## config.mk

```make
export PLATFORM = sky130hd
export DESIGN_NAME = day_index_to_calendar_date_top_flat
export DESIGN_NICKNAME = d
export VERILOG_FILES = /design/src/sv/dic_pkg.sv /design/src/sv/dic_if.sv /design/src/sv/day_index_to_calendar_date_top.sv /design/src/flat_wrapper.sv
export VERILOG_INCLUDE_DIRS = /design/src /design/src/sv
export SDC_FILE = /design/constraint.sdc
export NUM_CORES = 2
export LEC_CHECK = 0
export BUFFER_PORTS_ARGS = -buffer_cell sky130_fd_sc_hd__buf_2
export CORE_MARGIN = 3
export CORE_UTILIZATION = 55
export DETAILED_ROUTE_END_ITERATION = 12
export GPL_TIMING_DRIVEN = 0
export PLACE_DENSITY_LB_ADDON = 0.15
export SLEW_MARGIN = 20
export SYNTH_ARGS = -nofsm -noshare
export SYNTH_HDL_FRONTEND = slang
export SYNTH_SLANG_ARGS = --single-unit
```

## constraint.sdc

```tcl
create_clock -name i_clk -period 9.7 [get_ports i_clk]
set_input_delay 1.94 -clock i_clk [delete_from_list [all_inputs] [get_ports i_clk]]
set_output_delay 1.94 -clock i_clk [all_outputs]
set_load 0.03 [all_outputs]
```

## src/sv/assert_macros.svh

```systemverilog
// Assertion macros for the RTL files
`ifndef ASSERT_MACROS_SVH
`define ASSERT_MACROS_SVH

`ifndef SYNTHESIS
`define ASSERT_IMPLY(lbl, clk, rst_n, ante, cons) \
    lbl: assert property (@(posedge clk) disable iff (!rst_n) (ante) |-> (cons)) \
        else $error("same-cycle check failed");
`define ASSERT_NEXT(lbl, clk, rst_n, ante, cons) \
    lbl: assert property (@(posedge clk) disable iff (!rst_n) (ante) |=> (cons)) \
        else $error("next-cycle check failed");
`else
`define ASSERT_IMPLY(lbl, clk, rst_n, ante, cons)
`define ASSERT_NEXT(lbl, clk, rst_n, ante, cons)
`endif

`endif

```

## src/sv/dic_pkg.sv

```systemverilog
package dic_pkg;

    localparam int IDX_W  = 22;
    localparam int SECS_W = 17;
    localparam int YEAR_W = 14;
    localparam int MON_W  = 4;
    localparam int MDAY_W = 5;
    localparam int YDAY_W = 9;
    localparam int WDAY_W = 3;
    localparam int HOUR_W = 5;
    localparam int MIN_W  = 6;
    localparam int SEC_W  = 6;

    localparam int EOY_W  = 23;
    localparam int MTOT_W = 11;

    localparam logic [IDX_W-1:0]  SHORT_INDEX_LIMIT = IDX_W'(65535);
    localparam logic [IDX_W-1:0]  BASE_1900         = IDX_W'(693608);
    localparam logic [SECS_W-1:0] SECS_PER_DAY      = SECS_W'(86400);
    localparam logic [YEAR_W-1:0] REFORM_YEAR       = YEAR_W'(1752);

    // year estimate: idx * 2^32 / 365.247
    localparam int               RECIP_W     = 24;
    localparam int               RECIP_SHIFT = 32;
    localparam logic [RECIP_W-1:0] YEAR_RECIP = RECIP_W'(11759076);

    localparam logic [12:0] DIV25_MUL  = 13'd5243;
    localparam logic [15:0] DIV15_MUL  = 16'd34953;
    localparam int          DIV15_SHIFT = 19;
    localparam logic [11:0] DIV306_MUL = 12'd3427;
    localparam logic [7:0]  DIV10_MUL  = 8'd205;

    localparam int                  CFG_ADDR_W          = 3;
    localparam int                  CFG_DATA_W          = 32;
    localparam logic [CFG_ADDR_W-3:0] REG_WEEKDAY_SHIFT = '0;
    localparam logic [WDAY_W-1:0]   WEEKDAY_SHIFT_RESET = WDAY_W'(1);

    function automatic logic [7:0] div25(input logic [11:0] v);
        logic [24:0] p;
        p = 25'(v) * 25'(DIV25_MUL);
        return p[24:17];
    endfunction

    // day index of the last day of year y
    function automatic logic [EOY_W-1:0] end_of_year(input logic [YEAR_W-1:0] y);
        logic [11:0]      q4;
        logic [11:0]      q16;
        logic [EOY_W-1:0] acc;
        q4  = 12'(y >> 2);
        q16 = 12'((y - YEAR_W'(1600)) >> 4);
        acc = EOY_W'(y) * EOY_W'(365) + EOY_W'(q4);
        if (y > YEAR_W'(1700)) begin
            acc = acc - EOY_W'(div25(q4)) + EOY_W'(17);
        end
        if (y > YEAR_W'(1600)) begin
            acc = acc + EOY_W'(div25(q16));
        end
        return acc;
    endfunction

    function automatic logic is_leap(input logic [YEAR_W-1:0] y);
        logic [11:0] q4;
        logic [11:0] q16;
        logic        by4;
        logic        by100;
        logic        by400;
        q4    = 12'(y >> 2);
        q16   = 12'(y >> 4);
        by4   = (y[1:0] == 2'd0);
        by100 = by4 && (q4 == 12'(div25(q4)) * 12'd25);
        by400 = (y[3:0] == 4'd0) && (q16 == 12'(div25(q16)) * 12'd25);
        if (y <= REFORM_YEAR) begin
            return by4;
        end
        return (by4 && !by100) || by400;
    endfunction

    // fold octal digits, 8 is 1 modulo 7
    function automatic logic [WDAY_W-1:0] mod7(input logic [23:0] v);
        logic [5:0] s;
        logic [3:0] f;
        logic [3:0] g;
        s = '0;
        for (int k = 0; k < 8; k++) begin
            s = s + 6'(v[3*k +: 3]);
        end
        f = 4'(s[5:3]) + 4'(s[2:0]);
        g = 4'(f[3]) + 4'(f[2:0]);
        return (g[2:0] == 3'd7) ? 3'd0 : g[2:0];
    endfunction

endpackage

```

## src/sv/dic_if.sv

```systemverilog
interface dic_in_if
    import dic_pkg::*;
();
    logic              valid;
    logic              ready;
    logic [IDX_W-1:0]  day_index;
    logic [SECS_W-1:0] seconds_of_day;
    logic              with_time;

    modport source (output valid, output day_index, output seconds_of_day,
                    output with_time, input ready);
    modport sink   (input valid, input day_index, input seconds_of_day,
                    input with_time, output ready);
endinterface

interface dic_out_if
    import dic_pkg::*;
();
    logic              valid;
    logic              ready;
    logic [YEAR_W-1:0] year;
    logic [MON_W-1:0]  month;
    logic [MDAY_W-1:0] day_of_month;
    logic [YDAY_W-1:0] day_of_year;
    logic [WDAY_W-1:0] weekday;
    logic [HOUR_W-1:0] hour;
    logic [MIN_W-1:0]  minute;
    logic [SEC_W-1:0]  second;

    modport source (output valid, output year, output month, output day_of_month,
                    output day_of_year, output weekday, output hour, output minute,
                    output second, input ready);
    modport sink   (input valid, input year, input month, input day_of_month,
                    input day_of_year, input weekday, input hour, input minute,
                    input second, output ready);
endinterface

```

## src/sv/day_index_to_calendar_date_top.sv

```systemverilog
// Converts a day index and a second-of-day value into year, month, day of month, day of
// year, weekday and hour/minute/second. One item is taken per clock unless the output stalls
// with a full pipeline; each of the seven register stages has its own enable, so a stalled
// output holds only the stages behind it that are full and bubbles still close up. The
// year search evaluates the last day of three candidate years around a multiply estimate in
// parallel and picks the exact one in the next stage. Index zero gives zero date fields;
// indices up to 65535 count from 1900. with_time low reports noon. weekday_shift (APB, byte
// address 0, reset 1) is added to the index before the weekday is taken modulo seven; write
// it only while the block is idle.
`include "assert_macros.svh"

module day_index_to_calendar_date_top
    import dic_pkg::*;
(
    input  logic                  i_clk,
    input  logic                  i_rst_n,
    input  logic                  psel,
    input  logic                  penable,
    input  logic                  pwrite,
    input  logic [CFG_ADDR_W-1:0] paddr,
    input  logic [CFG_DATA_W-1:0] pwdata,
    output logic [CFG_DATA_W-1:0] prdata,
    output logic                  pready,
    dic_in_if.sink                i_item,
    dic_out_if.source             o_result
);

    localparam int NSTG   = 7;
    localparam int PROD_W = IDX_W + RECIP_W;

    logic [WDAY_W-1:0] r_shift;
    logic [NSTG-1:0]   r_v;
    logic [NSTG-1:0]   w_en;

    // configuration
    always_ff @(posedge i_clk) begin
        if (!i_rst_n) begin
            r_shift <= WEEKDAY_SHIFT_RESET;
        end else if (psel && penable && pwrite &&
                     paddr[CFG_ADDR_W-1:2] == REG_WEEKDAY_SHIFT) begin
            r_shift <= pwdata[WDAY_W-1:0];
        end
    end

    assign pready = 1'b1;
    assign prdata = (paddr[CFG_ADDR_W-1:2] == REG_WEEKDAY_SHIFT) ?
                    CFG_DATA_W'(r_shift) : '0;

    // stage enables
    always_comb begin
        w_en[NSTG-1] = !r_v[NSTG-1] || o_result.ready;
        for (int k = NSTG - 2; k >= 0; k--) begin
            w_en[k] = !r_v[k] || w_en[k+1];
        end
    end

    assign i_item.ready = w_en[0];

    always_ff @(posedge i_clk) begin
        if (!i_rst_n) begin
            r_v <= '0;
        end else begin
            if (w_en[0]) begin
                r_v[0] <= i_item.valid;
            end
            for (int k = 1; k < NSTG; k++) begin
                if (w_en[k]) begin
                    r_v[k] <= r_v[k-1];
                end
            end
        end
    end

    // stage 1: rebase index, wrap seconds
    logic [IDX_W-1:0]  n1_idx, r1_idx;
    logic [SECS_W-1:0] n1_secs, r1_secs;
    logic              r1_zero, r1_wt;

    assign n1_idx  = (i_item.day_index <= SHORT_INDEX_LIMIT) ?
                     i_item.day_index + BASE_1900 : i_item.day_index;
    assign n1_secs = (i_item.seconds_of_day >= SECS_PER_DAY) ?
                     i_item.seconds_of_day - SECS_PER_DAY : i_item.seconds_of_day;

    always_ff @(posedge i_clk) begin
        if (w_en[0]) begin
            r1_idx  <= n1_idx;
            r1_secs <= n1_secs;
            r1_zero <= (i_item.day_index == '0);
            r1_wt   <= i_item.with_time;
        end
    end

    // stage 2: year estimate, weekday, total minutes
    logic [PROD_W-1:0] n2_prod;
    logic [30:0]       n2_tprod;
    logic [YEAR_W-1:0] r2_est;
    logic [WDAY_W-1:0] r2_wday;
    logic [MTOT_W-1:0] r2_mtot;
    logic [IDX_W-1:0]  r2_idx;
    logic [SECS_W-1:0] r2_secs;
    logic              r2_zero, r2_wt;

    assign n2_prod  = PROD_W'(r1_idx) * PROD_W'(YEAR_RECIP);
    assign n2_tprod = 31'(r1_secs[SECS_W-1:2]) * 31'(DIV15_MUL);

    always_ff @(posedge i_clk) begin
        if (w_en[1]) begin
            r2_est  <= n2_prod[RECIP_SHIFT +: YEAR_W];
            r2_wday <= mod7(24'(r1_idx) + 24'(r_shift));
            r2_mtot <= n2_tprod[DIV15_SHIFT +: MTOT_W];
            r2_idx  <= r1_idx;
            r2_secs <= r1_secs;
            r2_zero <= r1_zero;
            r2_wt   <= r1_wt;
        end
    end

    // stage 3: year ends of three candidates, hour, second
    logic [24:0]       n3_hprod;
    logic [EOY_W-1:0]  r3_eoy_m, r3_eoy_0, r3_eoy_p;
    logic [HOUR_W-1:0] r3_hour;
    logic [SEC_W-1:0]  r3_sec;
    logic [MTOT_W-1:0] r3_mtot;
    logic [YEAR_W-1:0] r3_est;
    logic [WDAY_W-1:0] r3_wday;
    logic [IDX_W-1:0]  r3_idx;
    logic              r3_zero, r3_wt;

    assign n3_hprod = 25'(r2_mtot[MTOT_W-1:2]) * 25'(DIV15_MUL);

    always_ff @(posedge i_clk) begin
        if (w_en[2]) begin
            r3_eoy_m <= end_of_year(r2_est - YEAR_W'(1));
            r3_eoy_0 <= end_of_year(r2_est);
            r3_eoy_p <= end_of_year(r2_est + YEAR_W'(1));
            r3_hour  <= n3_hprod[DIV15_SHIFT +: HOUR_W];
            r3_sec   <= SEC_W'(r2_secs - SECS_W'(r2_mtot) * SECS_W'(60));
            r3_mtot  <= r2_mtot;
            r3_est   <= r2_est;
            r3_wday  <= r2_wday;
            r3_idx   <= r2_idx;
            r3_zero  <= r2_zero;
            r3_wt    <= r2_wt;
        end
    end

    // stage 4: pick the year, day of year, minute, noon default
    logic [YEAR_W-1:0] n4_year;
    logic [EOY_W-1:0]  n4_base;
    logic [HOUR_W-1:0] n4_hour;
    logic [MIN_W-1:0]  n4_min;
    logic [SEC_W-1:0]  n4_sec;
    logic [YEAR_W-1:0] r4_year;
    logic [YDAY_W-1:0] r4_yday;
    logic [HOUR_W-1:0] r4_hour;
    logic [MIN_W-1:0]  r4_min;
    logic [SEC_W-1:0]  r4_sec;
    logic [WDAY_W-1:0] r4_wday;
    logic              r4_zero;

    always_comb begin
        if (r3_eoy_0 >= EOY_W'(r3_idx)) begin
            n4_year = r3_est;
            n4_base = r3_eoy_m;
        end else if (r3_eoy_p < EOY_W'(r3_idx)) begin
            n4_year = r3_est + YEAR_W'(2);
            n4_base = r3_eoy_p;
        end else begin
            n4_year = r3_est + YEAR_W'(1);
            n4_base = r3_eoy_0;
        end
        if (r3_wt) begin
            n4_hour = r3_hour;
            n4_min  = MIN_W'(r3_mtot - MTOT_W'(r3_hour) * MTOT_W'(60));
            n4_sec  = r3_sec;
        end else begin
            n4_hour = HOUR_W'(12);
            n4_min  = '0;
            n4_sec  = '0;
        end
    end

    always_ff @(posedge i_clk) begin
        if (w_en[3]) begin
            r4_year <= n4_year;
            r4_yday <= YDAY_W'(EOY_W'(r3_idx) - n4_base);
            r4_hour <= n4_hour;
            r4_min  <= n4_min;
            r4_sec  <= n4_sec;
            r4_wday <= r3_wday;
            r4_zero <= r3_zero;
        end
    end

    // stage 5: leap year, early-year case, shifted day number
    logic              n5_leap;
    logic              r5_early;
    logic [YDAY_W-1:0] r5_n;
    logic [YEAR_W-1:0] r5_year;
    logic [YDAY_W-1:0] r5_yday;
    logic [HOUR_W-1:0] r5_hour;
    logic [MIN_W-1:0]  r5_min;
    logic [SEC_W-1:0]  r5_sec;
    logic [WDAY_W-1:0] r5_wday;
    logic              r5_zero;

    assign n5_leap = is_leap(r4_year);

    always_ff @(posedge i_clk) begin
        if (w_en[4]) begin
            r5_early <= (r4_yday <= YDAY_W'(59)) || (n5_leap && r4_yday == YDAY_W'(60));
            r5_n     <= r4_yday - YDAY_W'(n5_leap);
            r5_year  <= r4_year;
            r5_yday  <= r4_yday;
            r5_hour  <= r4_hour;
            r5_min   <= r4_min;
            r5_sec   <= r4_sec;
            r5_wday  <= r4_wday;
            r5_zero  <= r4_zero;
        end
    end

    // stage 6: month
    logic [11:0]       n6_t;
    logic [23:0]       n6_mprod;
    logic [MON_W-1:0]  n6_month;
    logic [MON_W-1:0]  r6_month;
    logic [8:0]        r6_rem;
    logic [MDAY_W-1:0] r6_mday_early;
    logic              r6_early;
    logic [YEAR_W-1:0] r6_year;
    logic [YDAY_W-1:0] r6_yday;
    logic [HOUR_W-1:0] r6_hour;
    logic [MIN_W-1:0]  r6_min;
    logic [SEC_W-1:0]  r6_sec;
    logic [WDAY_W-1:0] r6_wday;
    logic              r6_zero;

    assign n6_t     = 12'(r5_n) * 12'd10 + 12'd323;
    assign n6_mprod = 24'(n6_t) * 24'(DIV306_MUL);
    assign n6_month = r5_early ? ((r5_yday > YDAY_W'(31)) ? MON_W'(2) : MON_W'(1)) :
                      n6_mprod[23:20];

    always_ff @(posedge i_clk) begin
        if (w_en[5]) begin
            r6_month      <= n6_month;
            r6_rem        <= 9'(n6_t + 12'd10 - 12'(n6_month) * 12'd306);
            r6_mday_early <= (r5_yday > YDAY_W'(31)) ? MDAY_W'(r5_yday - YDAY_W'(31)) :
                             MDAY_W'(r5_yday);
            r6_early      <= r5_early;
            r6_year       <= r5_year;
            r6_yday       <= r5_yday;
            r6_hour       <= r5_hour;
            r6_min        <= r5_min;
            r6_sec        <= r5_sec;
            r6_wday       <= r5_wday;
            r6_zero       <= r5_zero;
        end
    end

    // stage 7: day of month, blank date for index zero
    logic [15:0]       n7_dprod;
    logic [MDAY_W-1:0] n7_mday;
    logic [YEAR_W-1:0] r7_year;
    logic [MON_W-1:0]  r7_month;
    logic [MDAY_W-1:0] r7_mday;
    logic [YDAY_W-1:0] r7_yday;
    logic [WDAY_W-1:0] r7_wday;
    logic [HOUR_W-1:0] r7_hour;
    logic [MIN_W-1:0]  r7_min;
    logic [SEC_W-1:0]  r7_sec;

    assign n7_dprod = 16'(r6_rem) * 16'(DIV10_MUL);
    assign n7_mday  = r6_early ? r6_mday_early : n7_dprod[15:11];

    always_ff @(posedge i_clk) begin
        if (w_en[6]) begin
            r7_year  <= r6_zero ? '0 : r6_year;
            r7_month <= r6_zero ? '0 : r6_month;
            r7_mday  <= r6_zero ? '0 : n7_mday;
            r7_yday  <= r6_zero ? '0 : r6_yday;
            r7_wday  <= r6_zero ? '0 : r6_wday;
            r7_hour  <= r6_hour;
            r7_min   <= r6_min;
            r7_sec   <= r6_sec;
        end
    end

    assign o_result.valid        = r_v[NSTG-1];
    assign o_result.year         = r7_year;
    assign o_result.month        = r7_month;
    assign o_result.day_of_month = r7_mday;
    assign o_result.day_of_year  = r7_yday;
    assign o_result.weekday      = r7_wday;
    assign o_result.hour         = r7_hour;
    assign o_result.minute       = r7_min;
    assign o_result.second       = r7_sec;

    `ASSERT_NEXT(a_enter, i_clk, i_rst_n, i_item.valid && i_item.ready, r_v[0])
    `ASSERT_IMPLY(a_month, i_clk, i_rst_n, o_result.valid && o_result.year != '0,
                  o_result.month >= MON_W'(1) && o_result.month <= MON_W'(12))
    `ASSERT_IMPLY(a_mday, i_clk, i_rst_n, o_result.valid && o_result.day_of_year != '0,
                  o_result.day_of_month >= MDAY_W'(1) && o_result.day_of_month <= MDAY_W'(31))
    `ASSERT_IMPLY(a_clock, i_clk, i_rst_n, o_result.valid,
                  o_result.hour <= HOUR_W'(23) && o_result.minute <= MIN_W'(59) &&
                  o_result.second <= SEC_W'(59))

endmodule
```

## src/flat_wrapper.sv

```systemverilog
// flat-port wrapper written by rule: the top's interface ports become plain ports
module day_index_to_calendar_date_top_flat import dic_pkg::*;
  (i_clk, i_rst_n, psel, penable, pwrite, paddr, pwdata, prdata, pready, i_item_valid, i_item_day_index, i_item_seconds_of_day, i_item_with_time, i_item_ready, o_result_valid, o_result_year, o_result_month, o_result_day_of_month, o_result_day_of_year, o_result_weekday, o_result_hour, o_result_minute, o_result_second, o_result_ready);
  dic_in_if i_item_i ();
  dic_out_if o_result_i ();
  input  logic i_clk;
  input  logic i_rst_n;
  input  logic psel;
  input  logic penable;
  input  logic pwrite;
  input  logic [CFG_ADDR_W-1:0] paddr;
  input  logic [CFG_DATA_W-1:0] pwdata;
  output logic [CFG_DATA_W-1:0] prdata;
  output logic pready;
  input wire logic [$bits(i_item_i.valid)-1:0] i_item_valid;
  input wire logic [$bits(i_item_i.day_index)-1:0] i_item_day_index;
  input wire logic [$bits(i_item_i.seconds_of_day)-1:0] i_item_seconds_of_day;
  input wire logic [$bits(i_item_i.with_time)-1:0] i_item_with_time;
  output wire logic [$bits(i_item_i.ready)-1:0] i_item_ready;
  output wire logic [$bits(o_result_i.valid)-1:0] o_result_valid;
  output wire logic [$bits(o_result_i.year)-1:0] o_result_year;
  output wire logic [$bits(o_result_i.month)-1:0] o_result_month;
  output wire logic [$bits(o_result_i.day_of_month)-1:0] o_result_day_of_month;
  output wire logic [$bits(o_result_i.day_of_year)-1:0] o_result_day_of_year;
  output wire logic [$bits(o_result_i.weekday)-1:0] o_result_weekday;
  output wire logic [$bits(o_result_i.hour)-1:0] o_result_hour;
  output wire logic [$bits(o_result_i.minute)-1:0] o_result_minute;
  output wire logic [$bits(o_result_i.second)-1:0] o_result_second;
  input wire logic [$bits(o_result_i.ready)-1:0] o_result_ready;
  assign i_item_i.valid = i_item_valid;
  assign i_item_i.day_index = i_item_day_index;
  assign i_item_i.seconds_of_day = i_item_seconds_of_day;
  assign i_item_i.with_time = i_item_with_time;
  assign i_item_ready = i_item_i.ready;
  assign o_result_valid = o_result_i.valid;
  assign o_result_year = o_result_i.year;
  assign o_result_month = o_result_i.month;
  assign o_result_day_of_month = o_result_i.day_of_month;
  assign o_result_day_of_year = o_result_i.day_of_year;
  assign o_result_weekday = o_result_i.weekday;
  assign o_result_hour = o_result_i.hour;
  assign o_result_minute = o_result_i.minute;
  assign o_result_second = o_result_i.second;
  assign o_result_i.ready = o_result_ready;
  day_index_to_calendar_date_top u_core (.i_clk(i_clk), .i_rst_n(i_rst_n), .psel(psel), .penable(penable), .pwrite(pwrite), .paddr(paddr), .pwdata(pwdata), .prdata(prdata), .pready(pready), .i_item(i_item_i), .o_result(o_result_i));
endmodule
```

==> results.yml <==
sta:
  worstMarginPinSlew_ns: 1.05
  hold_violations: 0
  slew_headroom_pct: 29.1
  fmax_mhz: 104
  setup_viol: 0
  min_period_ns: 9.64
  clock_skew_ns: 0.0257
  rsz0062_at_grt: "yes"
  layout_setup_ws_ns: 0.0595
  fin_crit_sh_pct: 99.4
  fin_setup_tns_ns: 0
  drv_slew: 0
placement:
  routabilityCongestion: 0.911
  port_buffers: 106
  dp_cells: 8061
  hpwl_um: 121000
  pre_cts_ws_ns: -2.01
clock_tree:
  clk_latency_ns: 0.58
  clock_sink_count: 434
  postCtsHoldBufs: 0
  cts-buffers-inserted: 42
  clk_pin_slew_ns: 0.07
  htree_levels: 2
  clk_path_buf_depth: 3
  cts_tree: "done"
  cts_root_buffer: "clkbuf_16"
final_layout:
  num-nets-final: 8958
  syn_to_final_growth_pct: 11.7
  fin_cells: 8337
  drive_gt1_share_pct: 11.0
global_route:
  grtUsageTotal_pct: 24.6
  grt_antenna_before_repair: 3
  grt_pass1_wl_um: 245000
  grt.overflow.total: 0
  grt_max_degree: 62
  first_global_vias: 46600
logic_synthesis:
  synth_edf_count: 424
  synth_seq_cells: 434
  ys_warn_count: 0
  synthCells: 6315
  async_flop_share_pct: 0
  synth.distinct_cells: 98
  syn_avg_cell_area_um2: 10.4
  ys_seq_area_share_pct: 19.6
  synth_flop_cell: "edfxtp_1"
  syn_area_mm2: 0.0659
worst_setup_path:
  cp_slowest_cell: "or4_4"
  slowest_delay_ns: 0.56
  path_delay_family: "adder cells"
  required_ns: 10.03
  start_kind: "register"
  cp_max_fo: 5
  critPathKind: "register to register"
  cp_num_buf_inv: 9
  worstPathArrival_ns: 9.97
  endpoint_kind: "register"
floorplan:
  die_y_um: 352
  rows: 126
  initial_core_util_pct: 55.6
  die_w_um: 352
  core_area_mm2: 0.119
  design.die.area_mm2: 0.124
  io_pins: 169
routing:
  drt_iter0_drc: 2437
  viasPerCell: 5.38
  post_drt_wl_per_cell_um: 18.3
  firstDrtPassIters: 6
  drc: 0
  vias: 44800
  ant_nets: 0
  routed_wl_um: 152000
job:
  drv_cap: 0
outcome:
  status: "complete, no violations"
worst_hold_path:
  hp-class: "register to register"
[through the flow]
step / area (um2) / utilization [%] / hold slack (ns)
after CTS: 71700 / 60.5 / 0.403
after floorplan: 66000 / - / 0.400
after global routing: 73600 / 62.1 / 0.408
after global placement: 68600 / 57.8 / 0.401
final: 73600 / 62.1 / 0.394
after detailed placement: 68900 / 58.1 / 0.405
[cell usage after synthesis (30+ instances only)]
cell         n  share of area (%)
inv_1     1464                8.3
ha_1      1434                 27
fa_1       737                 22
edfxtp_1   424                 19
xnor2_1    288                3.8
a21oi_1    229                1.7
nor2_1     182                1.0
nand2_1    172               0.98
o21ai_0    141                1.1
a21o_1     122                1.4
xor2_1     121                1.6
nor2b_1     86               0.82
nor3_1      71               0.54
nand3_1     67               0.51
clkbuf_1    47               0.27
nand2b_1    47               0.45
o21a_1      46               0.52
mux2i_1     40               0.61
and3_1      38               0.36
nand4_1     36               0.34
and2_1      35               0.33
a211oi_1    32               0.36
o21bai_1    31               0.35
buf_4       30               0.34
[final cells by class]
| class | count | area, um2 |
|---|---|---|
| multi-input cells | 4356 | 48800 |
| fillers | 9794 | 44900 |
| flip-flops and latches | 434 | 12900 |
| inverters | 1470 | 5600 |
| repair buffers | 323 | 2470 |
| well taps | 1600 | 2000 |
| clock buffers | 48 | 1100 |
| plain buffers | 78 | 430 |
| clock inverters | 27 | 320 |
| diodes | 1 | 2.50 |
[cells by family after synthesis]
| logic type | Yosys count | share of synthesized area (%) |
|---|---|---|
| XOR/XNOR | 417 | 5.67 |
| AND/OR/NAND/NOR | 854 | 6.83 |
| buffers and inverters | 1553 | 9.03 |
| other | 2 | 0.0114 |
| multiplexers | 57 | 0.898 |
| flip-flops | 434 | 19.6 |
| AO/OA/AOI/OAI | 827 | 8.33 |
| adder cells (fa/ha/maj) | 2171 | 49.6 |
[placed cells by master, fill, tap and decap left out, types with 21 or more instances in the layout]
master and instances:
a211oi_1 23, mux2i_1 39, clkbuf_16 42, ha_1 1400, and3_1 35, a31oi_1 24, ha_4 23, a21oi_2 24
xnor2_1 252, fa_1 729, nand3_1 59, inv_1 1422, clkinvlp_4 21, nand2_1 165, nand4_1 36, nor2b_1 83
xor2_1 114, nor2_1 178, inv_2 23, a21o_1 122, conb_1 30, and2_1 32, edfxtp_1 424, nand2b_1 47
o21ai_0 120, nor3_1 68, o21bai_1 27, o21a_1 44, clkbuf_1 41, buf_4 211, a21oi_1 202, xnor2_4 21
o211ai_1 25, buf_2 110
[path summary, 6_finish.rpt]
path / startpoint / endpoint / slack [ns] / depth (start not counted)
setup reg to reg: u_core.r2_est[3] / u_core.r3_eoy_p[22] / 0.06 / 39
hold reg to reg: u_core.r1_secs[0] / u_core.r2_secs[0] / 0.39 / 0
setup / recovery: u_core.r2_est[3] / u_core.r3_eoy_p[22] / 0.06 / 39
hold / removal: u_core.r1_secs[0] / u_core.r2_secs[0] / 0.39 / 0
[state kept, by name, indices dropped and copies added, names as in the netlist, 17 cells and up]
| register | cells |
|---|---|
| u_core.r2_idx | 22 |
| u_core.r3_eoy_p | 23 |
| u_core.r3_idx | 22 |
| u_core.r1_secs | 17 |
| u_core.r3_eoy_0 | 23 |
| u_core.r1_idx | 22 |
[per-layer routing]
layer / up-vias / track usage [%] / routed length [um]
li1: 21700 / - / -
met1: 21900 / 32.2 / 66100
met2: 961 / 42.0 / 73600
met3: 238 / 4.01 / 7640
met4: 0 / 7.59 / 5040
met5: - / 0 / 0
[repair_timing]
item / in CTS / in global routing
setup buffers: 91 / 115
endpoints found under the hold margin: 0 / 0
endpoints found under the setup margin: 57 / 45
pin swaps: 38 / 133
gates cloned: 0 / 0
resized for setup: 129 / 229
Power is not shown: default switching activity piles up to over one toggle a cycle in this logic, so the estimate is an artifact.
